==> src/lfps_pkg.sv <==
// Package for the line follower steering controller: register indexes, sensor
// pattern codes, junction classes and the 16-bit saturation helper.
// No dependencies.
package lfps_pkg;

    // Register indexes on the configuration port (byte address is 4 * index).
    localparam logic [1:0] REG_GAIN_PROP  = 2'd0;
    localparam logic [1:0] REG_GAIN_INTEG = 2'd1;
    localparam logic [1:0] REG_GAIN_DERIV = 2'd2;
    localparam logic [1:0] REG_BASE_SPEED = 2'd3;

    localparam logic [15:0] GAIN_PROP_RST  = 16'd2560;
    localparam logic [15:0] GAIN_INTEG_RST = 16'd128;
    localparam logic [15:0] GAIN_DERIV_RST = 16'd0;
    localparam logic [13:0] BASE_SPEED_RST = 14'd0;

    // Junction classes.
    localparam logic [1:0] JUNC_NONE     = 2'd0;
    localparam logic [1:0] JUNC_STRAIGHT = 2'd1;
    localparam logic [1:0] JUNC_RIGHT    = 2'd2;
    localparam logic [1:0] JUNC_LEFT     = 2'd3;

    // Sensor patterns, leftmost sensor in the most significant bit.
    localparam logic [4:0] PAT_CROSS      = 5'b11111;
    localparam logic [4:0] PAT_CROSS_NAR  = 5'b01110;
    localparam logic [4:0] PAT_RIGHT      = 5'b01111;
    localparam logic [4:0] PAT_RIGHT_NAR  = 5'b00110;
    localparam logic [4:0] PAT_LEFT       = 5'b11110;
    localparam logic [4:0] PAT_LEFT_NAR   = 5'b01100;
    localparam logic [4:0] PAT_OFF_P2     = 5'b00001;
    localparam logic [4:0] PAT_OFF_P1     = 5'b00111;
    localparam logic [4:0] PAT_OFF_ZERO   = 5'b00100;
    localparam logic [4:0] PAT_OFF_M1     = 5'b11100;
    localparam logic [4:0] PAT_OFF_M2     = 5'b11000;
    localparam logic [4:0] PAT_LOST       = 5'b00000;

    // Line offsets.
    localparam logic signed [2:0] OFF_P3 = 3'sd3;
    localparam logic signed [2:0] OFF_P2 = 3'sd2;
    localparam logic signed [2:0] OFF_P1 = 3'sd1;
    localparam logic signed [2:0] OFF_Z  = 3'sd0;
    localparam logic signed [2:0] OFF_M1 = -3'sd1;
    localparam logic signed [2:0] OFF_M2 = -3'sd2;
    localparam logic signed [2:0] OFF_M3 = -3'sd3;

    typedef logic signed [15:0] word16_t;

    // Clamp a 26-bit signed value to the 16-bit signed range.
    function automatic word16_t sat16(input logic signed [25:0] v);
        word16_t r;
        if (v[25:15] == {11{v[25]}}) begin
            r = v[15:0];
        end else if (v[25]) begin
            r = 16'sh8000;
        end else begin
            r = 16'sh7FFF;
        end
        return r;
    endfunction

endpackage

==> src/line_follower_pid_steering.sv <==
// Line follower steering controller: sensor pattern decode, PID with
// saturating integral, and four saturated wheel targets.
// Depends on lfps_pkg.
//
//  channel   | ports                          | contents
//  ----------+--------------------------------+-----------------------------------
//  input     | s_tvalid s_tready s_tdata[7:0] | one sensor sample per item
//  result    | m_tvalid m_tready m_tdata[87:0]| wheels, correction, offset, class
//  config    | psel penable pwrite paddr ...  | gains and base speed, 4 registers
//
// One item is accepted per cycle while no stalled output holds the pipeline. The
// decode register is loaded at the edge that accepts an item; the multiplier
// stage, the correction sum and the wheel stage follow it, each registered.
// Reset is synchronous and clears the controller state and all valid flags;
// the registers return to their reset values.
// A stalled output holds the pipeline; empty stages still fill, so input is
// taken while a finished result waits.
module line_follower_pid_steering (
    input  logic        aclk,
    input  logic        aresetn,
    input  logic        s_tvalid,
    output logic        s_tready,
    input  logic [7:0]  s_tdata,   // sense_0 .. sense_4 in bits 0..4, bits 7:5 zero
    output logic        m_tvalid,
    input  logic        m_tready,
    output logic [87:0] m_tdata,   // wheel_a, wheel_b, wheel_c, wheel_d, correction,
                                   // line_offset[82:80], junction_kind[84:83], zero pad
    input  logic        psel,
    input  logic        penable,
    input  logic        pwrite,
    input  logic [3:0]  paddr,
    input  logic [31:0] pwdata,
    output logic [31:0] prdata,
    output logic        pready
);

    // Configuration registers.
    logic [15:0]        gain_prop_reg;
    logic [15:0]        gain_integ_reg;
    logic [15:0]        gain_deriv_reg;
    logic signed [13:0] base_speed_reg;

    // Controller state.
    logic signed [2:0]  offset_reg, offset_next;
    logic signed [2:0]  prior_offset_reg;
    logic signed [15:0] integral_reg, integral_next;
    logic [1:0]         junction_reg, junction_next;
    logic signed [3:0]  deriv_next;

    // Stage 1: terms.
    logic               p1_valid_reg;
    logic signed [2:0]  p1_off_reg;
    logic signed [15:0] p1_int_reg;
    logic signed [3:0]  p1_d_reg;
    logic [1:0]         p1_junc_reg;

    // Stage 2: products.
    logic               p2_valid_reg;
    logic signed [19:0] p2_prod_p_reg, prod_p_next;
    logic signed [32:0] p2_prod_i_reg, prod_i_next;
    logic signed [20:0] p2_prod_d_reg, prod_d_next;
    logic signed [2:0]  p2_off_reg;
    logic [1:0]         p2_junc_reg;

    // Stage 3: correction.
    logic               p3_valid_reg;
    logic signed [15:0] p3_corr_reg, corr_next;
    logic signed [2:0]  p3_off_reg;
    logic [1:0]         p3_junc_reg;
    logic signed [33:0] acc_sum;

    // Output stage.
    logic               m_valid_reg;
    logic signed [15:0] wa_reg, wb_reg, wc_reg, wd_reg, corr_reg;
    logic signed [15:0] wa_next, wb_next, wc_next;
    logic signed [2:0]  off_out_reg;
    logic [1:0]         junc_out_reg;
    logic signed [17:0] plus_w, minus_w, neg_plus_w, neg_minus_w;

    logic [4:0] pat;
    logic       s_accept, cfg_write;
    logic       en1, en2, en3, en4;

    assign en4      = !m_valid_reg || m_tready;
    assign en3      = !p3_valid_reg || en4;
    assign en2      = !p2_valid_reg || en3;
    assign en1      = !p1_valid_reg || en2;
    assign s_tready = en1;
    assign s_accept = s_tvalid && s_tready;

    assign pready    = 1'b1;
    assign cfg_write = psel && penable && pwrite && pready;

    // Leftmost sensor goes to the top of the pattern.
    assign pat = {s_tdata[0], s_tdata[1], s_tdata[2], s_tdata[3], s_tdata[4]};

    always_comb begin
        logic signed [16:0] isum;
        offset_next   = offset_reg;
        junction_next = junction_reg;
        unique case (pat) inside
            lfps_pkg::PAT_CROSS, lfps_pkg::PAT_CROSS_NAR: junction_next = lfps_pkg::JUNC_STRAIGHT;
            lfps_pkg::PAT_RIGHT, lfps_pkg::PAT_RIGHT_NAR: junction_next = lfps_pkg::JUNC_RIGHT;
            lfps_pkg::PAT_LEFT, lfps_pkg::PAT_LEFT_NAR:   junction_next = lfps_pkg::JUNC_LEFT;
            lfps_pkg::PAT_OFF_P2:   offset_next = lfps_pkg::OFF_P2;
            lfps_pkg::PAT_OFF_P1:   offset_next = lfps_pkg::OFF_P1;
            lfps_pkg::PAT_OFF_ZERO: offset_next = lfps_pkg::OFF_Z;
            lfps_pkg::PAT_OFF_M1:   offset_next = lfps_pkg::OFF_M1;
            lfps_pkg::PAT_OFF_M2:   offset_next = lfps_pkg::OFF_M2;
            lfps_pkg::PAT_LOST: begin
                // Line lost: turn hard left only if the last offset was -2, else hard right.
                offset_next = (offset_reg == lfps_pkg::OFF_M2) ? lfps_pkg::OFF_M3
                                                                : lfps_pkg::OFF_P3;
            end
            default: ;
        endcase
        isum = {integral_reg[15], integral_reg} + {{14{offset_next[2]}}, offset_next};
        if (isum[16] != isum[15]) begin
            integral_next = isum[16] ? 16'sh8000 : 16'sh7FFF;
        end else begin
            integral_next = isum[15:0];
        end
        deriv_next = {offset_next[2], offset_next} - {prior_offset_reg[2], prior_offset_reg};
    end

    // Gains are unsigned, so they enter the signed products with a zero on top.
    assign prod_p_next = $signed({4'b0, gain_prop_reg}) * {{17{p1_off_reg[2]}}, p1_off_reg};
    assign prod_i_next = $signed({17'b0, gain_integ_reg}) * {{17{p1_int_reg[15]}}, p1_int_reg};
    assign prod_d_next = $signed({5'b0, gain_deriv_reg}) * {{17{p1_d_reg[3]}}, p1_d_reg};

    // Dropping the low eight bits of the signed sum rounds toward minus infinity.
    assign acc_sum   = {{14{p2_prod_p_reg[19]}}, p2_prod_p_reg}
                     + {p2_prod_i_reg[32], p2_prod_i_reg}
                     + {{13{p2_prod_d_reg[20]}}, p2_prod_d_reg};
    assign corr_next = lfps_pkg::sat16(acc_sum[33:8]);

    assign plus_w      = {{4{base_speed_reg[13]}}, base_speed_reg}
                       + {{2{p3_corr_reg[15]}}, p3_corr_reg};
    assign minus_w     = {{4{base_speed_reg[13]}}, base_speed_reg}
                       - {{2{p3_corr_reg[15]}}, p3_corr_reg};
    assign neg_plus_w  = 18'sd0 - plus_w;
    assign neg_minus_w = 18'sd0 - minus_w;
    assign wa_next     = lfps_pkg::sat16({{8{neg_plus_w[17]}}, neg_plus_w});
    assign wb_next     = lfps_pkg::sat16({{8{neg_minus_w[17]}}, neg_minus_w});
    assign wc_next     = lfps_pkg::sat16({{8{plus_w[17]}}, plus_w});

    always_ff @(posedge aclk) begin
        if (!aresetn) begin
            gain_prop_reg    <= lfps_pkg::GAIN_PROP_RST;
            gain_integ_reg   <= lfps_pkg::GAIN_INTEG_RST;
            gain_deriv_reg   <= lfps_pkg::GAIN_DERIV_RST;
            base_speed_reg   <= lfps_pkg::BASE_SPEED_RST;
            offset_reg       <= lfps_pkg::OFF_Z;
            prior_offset_reg <= lfps_pkg::OFF_Z;
            integral_reg     <= 16'sd0;
            junction_reg     <= lfps_pkg::JUNC_NONE;
            p1_valid_reg     <= 1'b0;
            p2_valid_reg     <= 1'b0;
            p3_valid_reg     <= 1'b0;
            m_valid_reg      <= 1'b0;
        end else begin
            if (cfg_write) begin
                unique case (paddr[3:2])
                    lfps_pkg::REG_GAIN_PROP:  gain_prop_reg  <= pwdata[15:0];
                    lfps_pkg::REG_GAIN_INTEG: gain_integ_reg <= pwdata[15:0];
                    lfps_pkg::REG_GAIN_DERIV: gain_deriv_reg <= pwdata[15:0];
                    lfps_pkg::REG_BASE_SPEED: base_speed_reg <= pwdata[13:0];
                    default: ;
                endcase
            end
            if (s_accept) begin
                offset_reg       <= offset_next;
                prior_offset_reg <= offset_next;
                integral_reg     <= integral_next;
                junction_reg     <= junction_next;
            end
            if (en1) p1_valid_reg <= s_accept;
            if (en2) p2_valid_reg <= p1_valid_reg;
            if (en3) p3_valid_reg <= p2_valid_reg;
            if (en4) m_valid_reg  <= p3_valid_reg;
        end
    end

    // Payload registers carry no reset.
    always_ff @(posedge aclk) begin
        if (en1) begin
            p1_off_reg  <= offset_next;
            p1_int_reg  <= integral_next;
            p1_d_reg    <= deriv_next;
            p1_junc_reg <= junction_next;
        end
        if (en2) begin
            p2_prod_p_reg <= prod_p_next;
            p2_prod_i_reg <= prod_i_next;
            p2_prod_d_reg <= prod_d_next;
            p2_off_reg    <= p1_off_reg;
            p2_junc_reg   <= p1_junc_reg;
        end
        if (en3) begin
            p3_corr_reg <= corr_next;
            p3_off_reg  <= p2_off_reg;
            p3_junc_reg <= p2_junc_reg;
        end
        if (en4) begin
            wa_reg       <= wa_next;
            wb_reg       <= wb_next;
            wc_reg       <= wc_next;
            wd_reg       <= wb_next;
            corr_reg     <= p3_corr_reg;
            off_out_reg  <= p3_off_reg;
            junc_out_reg <= p3_junc_reg;
        end
    end

    always_comb begin
        unique case (paddr[3:2])
            lfps_pkg::REG_GAIN_PROP:  prdata = {16'b0, gain_prop_reg};
            lfps_pkg::REG_GAIN_INTEG: prdata = {16'b0, gain_integ_reg};
            lfps_pkg::REG_GAIN_DERIV: prdata = {16'b0, gain_deriv_reg};
            lfps_pkg::REG_BASE_SPEED: prdata = {{18{base_speed_reg[13]}}, base_speed_reg};
            default:                  prdata = 32'b0;
        endcase
    end

    assign m_tvalid = m_valid_reg;
    assign m_tdata  = {3'b0, junc_out_reg, off_out_reg, corr_reg,
                       wd_reg, wc_reg, wb_reg, wa_reg};

    // The offset never takes the one code outside -3 .. +3.
    a_offset_range: assert property (@(posedge aclk) disable iff (!aresetn)
        offset_reg != 3'b100)
        else $error("line offset left its range");

    // A dark sample always ends with the offset at one of its extremes.
    a_lost_line: assert property (@(posedge aclk) disable iff (!aresetn)
        s_accept && pat == lfps_pkg::PAT_LOST
        |=> offset_reg == lfps_pkg::OFF_P3 || offset_reg == lfps_pkg::OFF_M3)
        else $error("lost line did not saturate the offset");

    // Once a junction has been seen the class never returns to none.
    a_junction_sticky: assert property (@(posedge aclk) disable iff (!aresetn)
        junction_reg != lfps_pkg::JUNC_NONE |=> junction_reg != lfps_pkg::JUNC_NONE)
        else $error("junction class cleared without reset");

    // The derivative memory follows the offset of each accepted item.
    a_prior_follows: assert property (@(posedge aclk) disable iff (!aresetn)
        s_accept |=> prior_offset_reg == offset_reg)
        else $error("prior offset not updated");

endmodule

==> config.mk <==
export PLATFORM = sky130hd
export DESIGN_NAME = line_follower_pid_steering
export DESIGN_NICKNAME = d
export VERILOG_FILES = /design/src/lfps_pkg.sv /design/src/line_follower_pid_steering.sv
export SDC_FILE = /design/constraint.sdc
export NUM_CORES = 1
export LEC_CHECK = 0
export ABC_AREA = 1
export CAP_MARGIN = 20
export CELL_PAD_IN_SITES_DETAIL_PLACEMENT = 0
export CELL_PAD_IN_SITES_GLOBAL_PLACEMENT = 2
export CORE_ASPECT_RATIO = 1.4
export CORE_MARGIN = 2
export CORE_UTILIZATION = 30
export DETAILED_ROUTE_END_ITERATION = 6
export DONT_BUFFER_PORTS = 1
export PLACE_DENSITY_LB_ADDON = 0.1
export SLEW_MARGIN = 20
export SYNTH_ARGS = -nofsm -noshare
export SYNTH_HDL_FRONTEND = slang
export SYNTH_SLANG_ARGS = --single-unit
==> constraint.sdc <==
create_clock -name aclk -period 5.6 [get_ports aclk]
set_input_delay 0 -clock aclk [delete_from_list [all_inputs] [get_ports aclk]]
set_output_delay 0 -clock aclk [all_outputs]
set_load 0.02 [all_outputs]
==> results of run 1 <==
[repair_timing]
action                                  in CTS  in global routing
gates resized for setup                     77                 71
pin swaps                                   24                 35
hold endpoints to repair                    76                  0
cloned                                       1                  0
hold buffers                                45                  0
endpoints found under the setup margin      18                 18
buffers inserted                            18                  1
[cell usage in the layout, fill, tap and decap left out, types with 105 or more instances in the layout]
master    instances
edfxtp_1        194
fa_1            269
o21ai_0         154
nor2_1          232
ha_1            267
nand2_1         771
a21oi_1         159
buf_4           185
nand3_1         105
inv_1           637
[worst min-delay path by stage]
stage	from	endpoint	slack [ps]	cells past startpoint
after floorplan	pwdata[7]	gain_integ_reg[7]$_SDFFE_PN1P_	110	2
after global placement	aresetn	gain_prop_reg[9]$_SDFFE_PN1P_	110	1
after detailed placement	aresetn	gain_prop_reg[9]$_SDFFE_PN1P_	110	1
after CTS	paddr[2]	gain_deriv_reg[14]$_SDFFE_PN0P_	20	5
after global routing	pwdata[9]	gain_prop_reg[9]$_SDFFE_PN1P_	80	3
final	paddr[2]	gain_deriv_reg[14]$_SDFFE_PN0P_	50	5
[power breakdown]
part | leakage, uW | total [uW] | switching [uW] | internal [uW]
Clock | 0.000522 | 2180 | 953 | 1230
Combinational | 0.0137 | 11300 | 6920 | 4420
Sequential | 0.00286 | 4180 | 950 | 3230
[metal layers]
metal / part of all wire / track usage
met1: 0.37 / 0.2044
met2: 0.57 / 0.4136
met3: 0.019 / 0.01781
met4: 0.036 / 0.06888
met5: 0 / 0
[through the flow]
step / cells / instance area [sq um] / power, uW
CTS: 4861 / 33030 / 17570
floorplan: 3484 / 28710 / 10650
global route: 4862 / 33350 / 19410
global placement: 4737 / 30990 / 14670
finish: 4863 / 33350 / 17710
detailed placement: 4737 / 30990 / 14690
[logic make-up after synthesis]
family | synth area share
and+or+nand+nor | 0.1822
xor gates and xnor gates | 0.04042
AOI/OAI and AO/OA | 0.08451
DFF | 0.2640
adders and majority gates | 0.3147
buffers and inverters | 0.1139
other | 0.0002620
[final cells by class]
cell class                 count  area, sq um
inverter                     658         2474
fill                        9908        61710
sequential                   281         7587
clock buffer                  41        919.6
antenna                        1        2.502
timing repair buffer         256         2275
clock inverter                20        157.7
tap                         1224         1531
multi-input combinational   2382        18410
[critical path: cells and delay by family, from the launching register on]
family          cells  cell delay (ps)
fa+ha+maj           7             3310
buf+inv            10              800
simple gates        3              430
compound gates      3              430
flops               1              410
xor+xnor            1               90
==> results.tsv, run 1 <==
stage	metric	value	unit
timing	ratio of final minimum period to clock period	1.024	
critical_path	Crit Reg-Reg Startpoint	p1_int_reg[6]$_DFFE_PN_	
timing	skew final	25.35	ps
global_routing	initial antenna violation count	0	
drt	vias per inst	4.669	
critical_path	startpoint types	flop	
final_layout	Largest register FFs	33	
yosys	top cell type by total area after synthesis	edfxtp_1	
power	Static Leak	0.01712	uW
drt	Detailed Routing Iterations Pass 1	5	
clock_tree	CTS tree	done	
yosys	mapped cell area	28660	sq um
yosys	#FFs+latches synth	281	
placement	gpl congestion	0.8965	
clock_tree	CTS clk-pin slew, worst paths	60	ps
yosys	synth warn	0	
timing	setup total negative slack	-288.2	ps
critical_path	Setup CP Type	reg -> reg	
global_routing	Overflow after GRT	0	
clock_tree	CTS Root Cell	clkbuf_16	
placement	Place WS	-494.7	ps
critical_path	Reg-to-Reg End	p2_prod_i_reg[25]$_DFFE_PP_	
drt	via count	22700	
clock_tree	H-tree Lvls	2	
run_status	failing checks	setup timing	
drt	DRC	0	
global_routing	vias in the first global route	25030	
critical_path	CP endpoint	p2_prod_i_reg[25]$_DFFE_PP_	
clock_tree	clk_lat worst skew	580	ps
die	core area	95060	sq um
clock_tree	CTS Sinks	281	
die	Die X	265.2	um
yosys	Synth cell types	58	
global_routing	total track usage	0.1997	
critical_path	CP dominant cell by count	fa_1	
yosys	Mapped Cells	3482	
die	Die Y	369.7	um
placement	Port Buffers	0	
yosys	top cells by area, synth	edfxtp_1, fa_1, ha_1	
timing	final setup margin	-136.3	ps
critical_path	Critical Path AT	6040	ps
yosys	EDFF count, synth	194	
yosys	top-count cell post-synth	nand2_1	
drt	DR iter-0 viols	867	
timing	fin. max-slew vios	0	
clock_tree	Max clock buf depth	3	
job	max_cap viols	0	
die	initial core utilization	0.3015	
critical_path	Largest stage delay, worst path	530	ps
drt	Antenna Nets Post-Route	0	
critical_path	crit-path max FO	6	
critical_path	Slowest-stage cell, CP	fa_1	
placement	DP Wirelength	81080	um
timing	Fin. Hold Viols	0	
global_routing	first-pass GRT wire length	147900	um
yosys	Synth Flop Type	edfxtp_1	
yosys	top cell type's share of synthesized area	0.2032	
power	Cell Pwr Density	531.1	nW/um^2
critical_path	Critical Path Start	p1_int_reg[6]$_DFFE_PN_	
critical_path	flop-to-flop setup slack	-140	ps
timing	Max Clock Freq	174.3	MHz
final_layout	layout cells sized above 1	0.1218	
yosys	post-synthesis sequential area ratio	0.2640	
die	Ports	174	
drt	DR WL/cell	19.73	um
global_routing	largest net degree at the start of global routing	67	
timing	crit path time final	5736	ps
critical_path	CP Data Required Time	5900	ps
timing	Worst slew margin	0.3269	
critical_path	CP endpoint kind	flop	
yosys	Mapped Avg Cell Area	8.232	sq um
yosys	synth cell count leaders	nand2_1, inv_1, ha_1	
timing	hold_ws	50.39	ps
power	worst vdd ir	0.4029	mV
worst_hold_path	HP Class	in -> reg	
drt	routed wire length	95970	um
final_layout	Final #Nets	4222	
timing	actual slew at the worst max-slew pin	1006	ps
final_layout	Area Growth Syn to Fin	16.36	%
run_status	status	finished with violations	
critical_path	R2R cell count	24	
die	# rows	134	
clock_tree	cts bufs inserted	36	
timing	Setup violations, final	4	
timing	RSZ-0062 raised after global routing	yes	
critical_path	CP cell instances	buf_12 -> buf_6 -> nand2_4 -> inv_2 -> fa_1 -> inv_2 -> fa_1 -> fa_1 -> inv_2 -> fa_1 -> fa_1 -> inv_2 -> fa_1 -> inv_2 -> ha_4 -> buf_6 -> nand2_4 -> nor4_4 -> a21oi_4 -> buf_4 -> o21ai_2 -> inv_1 -> o31ai_2 -> xor2_1	
yosys	async set-reset flop share out of synthesis	0	
final_layout	fin util	0.3508	
die	Die ar.	98070	sq um
No activity file was read; power rests on OpenSTA's default activity.
==> inputs of run 2 (changes only) <==
--- a/config.mk
+++ b/config.mk
@@ -14,7 +14,7 @@
 export CORE_UTILIZATION = 30
 export DETAILED_ROUTE_END_ITERATION = 6
 export DONT_BUFFER_PORTS = 1
-export PLACE_DENSITY_LB_ADDON = 0.1
+export PLACE_DENSITY_LB_ADDON = 0.05
 export SLEW_MARGIN = 20
 export SYNTH_ARGS = -nofsm -noshare
 export SYNTH_HDL_FRONTEND = slang
==> run 2 against run 1 <==
  * The run still ends with setup timing left
  * Utilization is 0.39 points higher
  * Hold slack worse by 22 ps
  * Die area unchanged
  * Combinational power rose by 4%
  * Critical path type unchanged
  * Highest routed layer is now met5
==> results.tsv, run 2 (same netlist as run 1, synthesis figures left out) <==
stage	metric	value	unit
run_status	status	finished with violations	
run_status	failing checks	setup timing	
die	Die Y	369.7	um
worst_hold_path	Hold Startpoint	aresetn	
clock_tree	clk_lat worst skew	570	ps
timing	skew final	26.71	ps
global_routing	total track usage	0.2033	
timing	RSZ-0062 raised after global routing	yes	
final_layout	Largest register FFs	33	
critical_path	Critical Path AT	5940	ps
placement	DP Wirelength	83550	um
die	Ports	174	
die	initial core utilization	0.3015	
critical_path	Setup CP Type	reg -> reg	
clock_tree	CTS Sinks	281	
drt	Detailed Routing Iterations Pass 1	5	
placement	gpl congestion	0.8760	
timing	final setup margin	-50.12	ps
worst_hold_path	HP Class	in -> reg	
critical_path	CP Data Required Time	5890	ps
power	Power Total	18070	uW
final_layout	layout cells sized above 1	0.1395	
critical_path	Reg-to-Reg End	p2_prod_i_reg[25]$_DFFE_PP_	
critical_path	Largest stage delay, worst path	560	ps
timing	crit path time final	5650	ps
critical_path	crit-path max FO	5	
critical_path	Critical Path Start	p1_int_reg[4]$_DFFE_PN_	
critical_path	Slowest-stage cell, CP	fa_2	
global_routing	first-pass GRT wire length	149800	um
timing	ratio of final minimum period to clock period	1.009	
clock_tree	CTS Root Cell	clkbuf_16	
drt	DR WL/cell	20.16	um
timing	Fin. Hold Viols	0	
timing	Setup violations, final	1	
final_layout	most common cell after layout, fill and taps aside	nand2_1	
drt	routed wire length	98440	um
power	worst vdd ir	0.2962	mV
timing	Max Clock Freq	177.0	MHz
power	Cell Pwr Density	535.8	nW/um^2
timing	Worst slew margin	0.1753	
clock_tree	H-tree Lvls	2	
final_layout	Area Growth Syn to Fin	17.65	%
critical_path	Crit Reg-Reg Startpoint	p1_int_reg[4]$_DFFE_PN_	
worst_hold_path	WHS Endpoint	p2_valid_reg$_SDFFE_PN0P_	
critical_path	flop-to-flop setup slack	-50	ps
final_layout	Final #Nets	4237	
critical_path	startpoint types	flop	
die	# rows	134	
critical_path	CP dominant cell by count	fa_1	
die	Die X	265.2	um
critical_path	R2R cell count	21	
critical_path	CP endpoint kind	flop	
clock_tree	Max clock buf depth	3	
drt	Antenna Nets Post-Route	0	
clock_tree	CTS clk-pin slew, worst paths	60	ps
global_routing	initial antenna violation count	1	
placement	Port Buffers	0	
drt	vias per inst	4.690	
drt	DRC	0	
timing	setup total negative slack	-50.12	ps
job	max_cap viols	0	
global_routing	vias in the first global route	24960	
die	core area	95060	sq um
power	Static Leak	0.01719	uW
timing	fin. max-slew vios	0	
worst_hold_path	Hold Path Depth	2	
final_layout	most frequent cells in the layout	nand2_1, inv_1, fa_1, ha_1, nor2_1	
drt	DR iter-0 viols	932	
die	Die ar.	98070	sq um
timing	actual slew at the worst max-slew pin	1224	ps
global_routing	Overflow after GRT	0	
critical_path	CP cell instances	buf_6 -> buf_6 -> nand2_2 -> inv_2 -> fa_1 -> inv_1 -> fa_1 -> fa_1 -> inv_2 -> fa_2 -> fa_1 -> fa_1 -> ha_4 -> nand2_4 -> nor4_4 -> a21oi_4 -> buf_6 -> o21ai_4 -> inv_2 -> o31ai_4 -> xor2_1	
placement	DP Area	30960	sq um
clock_tree	cts bufs inserted	35	
clock_tree	CTS tree	done	
timing	hold_ws	28.02	ps
drt	via count	22900	
global_routing	largest net degree at the start of global routing	69	
final_layout	post-route cell area	33720	sq um
run 2: layout make-up:
type,count,area (sq um)
timing repair buffer,272,2464
fill,9924,61340
sequential,281,7599
multi-input combinational,2382,18540
clock buffer,44,940.9
tap,1224,1531
inverter,658,2471
clock inverter,20,170.2
antenna,1,2.502
run 2: per-stage QoR:
step	cells	worst slack, ps	utilization
after floorplan	3484	-18.66	-
after global placement	4738	-392.2	0.3257
after detailed placement	4738	-405.2	0.3257
after CTS	4869	-163.3	0.3493
after global routing	4881	-252.2	0.3547
final	4882	-50.12	0.3547
run 2: power breakdown:
part | switching, uW | internal (uW) | leakage [uW]
clock network | 968 | 1260 | 0.000533
registers | 941 | 3230 | 0.00287
logic | 7070 | 4600 | 0.0138
run 2: repair_timing:
action	in CTS	in global routing
endpoints found under the setup margin	18	17
resized for setup	119	124
endpoints found under the hold margin	83	0
pin swaps	48	61
setup buffers	22	13
hold buffers	45	0
run 2: routing by layer:
metal  global-route usage  share of wire  vias up
li1                     -              -    11210
met1               0.2093           0.37    11230
met2               0.4180           0.57      336
met3              0.01988          0.024      128
met4              0.07062          0.038        2
met5                    0        0.00010        -
run 2: how the worst max path moves through the flow:
stage                                       end  slack [ps]  depth (start not counted)
detailed placement  p2_prod_i_reg[29]$_DFFE_PP_        -410                         23
CTS                 p2_prod_i_reg[25]$_DFFE_PP_        -160                         22
finish              p2_prod_i_reg[25]$_DFFE_PP_         -50                         21
global placement    p2_prod_i_reg[29]$_DFFE_PP_        -390                         23
floorplan           p2_prod_i_reg[22]$_DFFE_PP_         -20                         24
global route        p2_prod_i_reg[22]$_DFFE_PP_        -250                         25
run 2: worst max-delay path: cells and delay by family, from the launching register on:
family / cells / cell delay (ps)
AND/OR/NAND/NOR: 3 / 440
XOR/XNOR: 1 / 110
buffers and inverters: 7 / 620
flip-flops: 1 / 450
AO/OA/AOI/OAI: 3 / 460
adder cells (fa/ha/maj): 7 / 3280
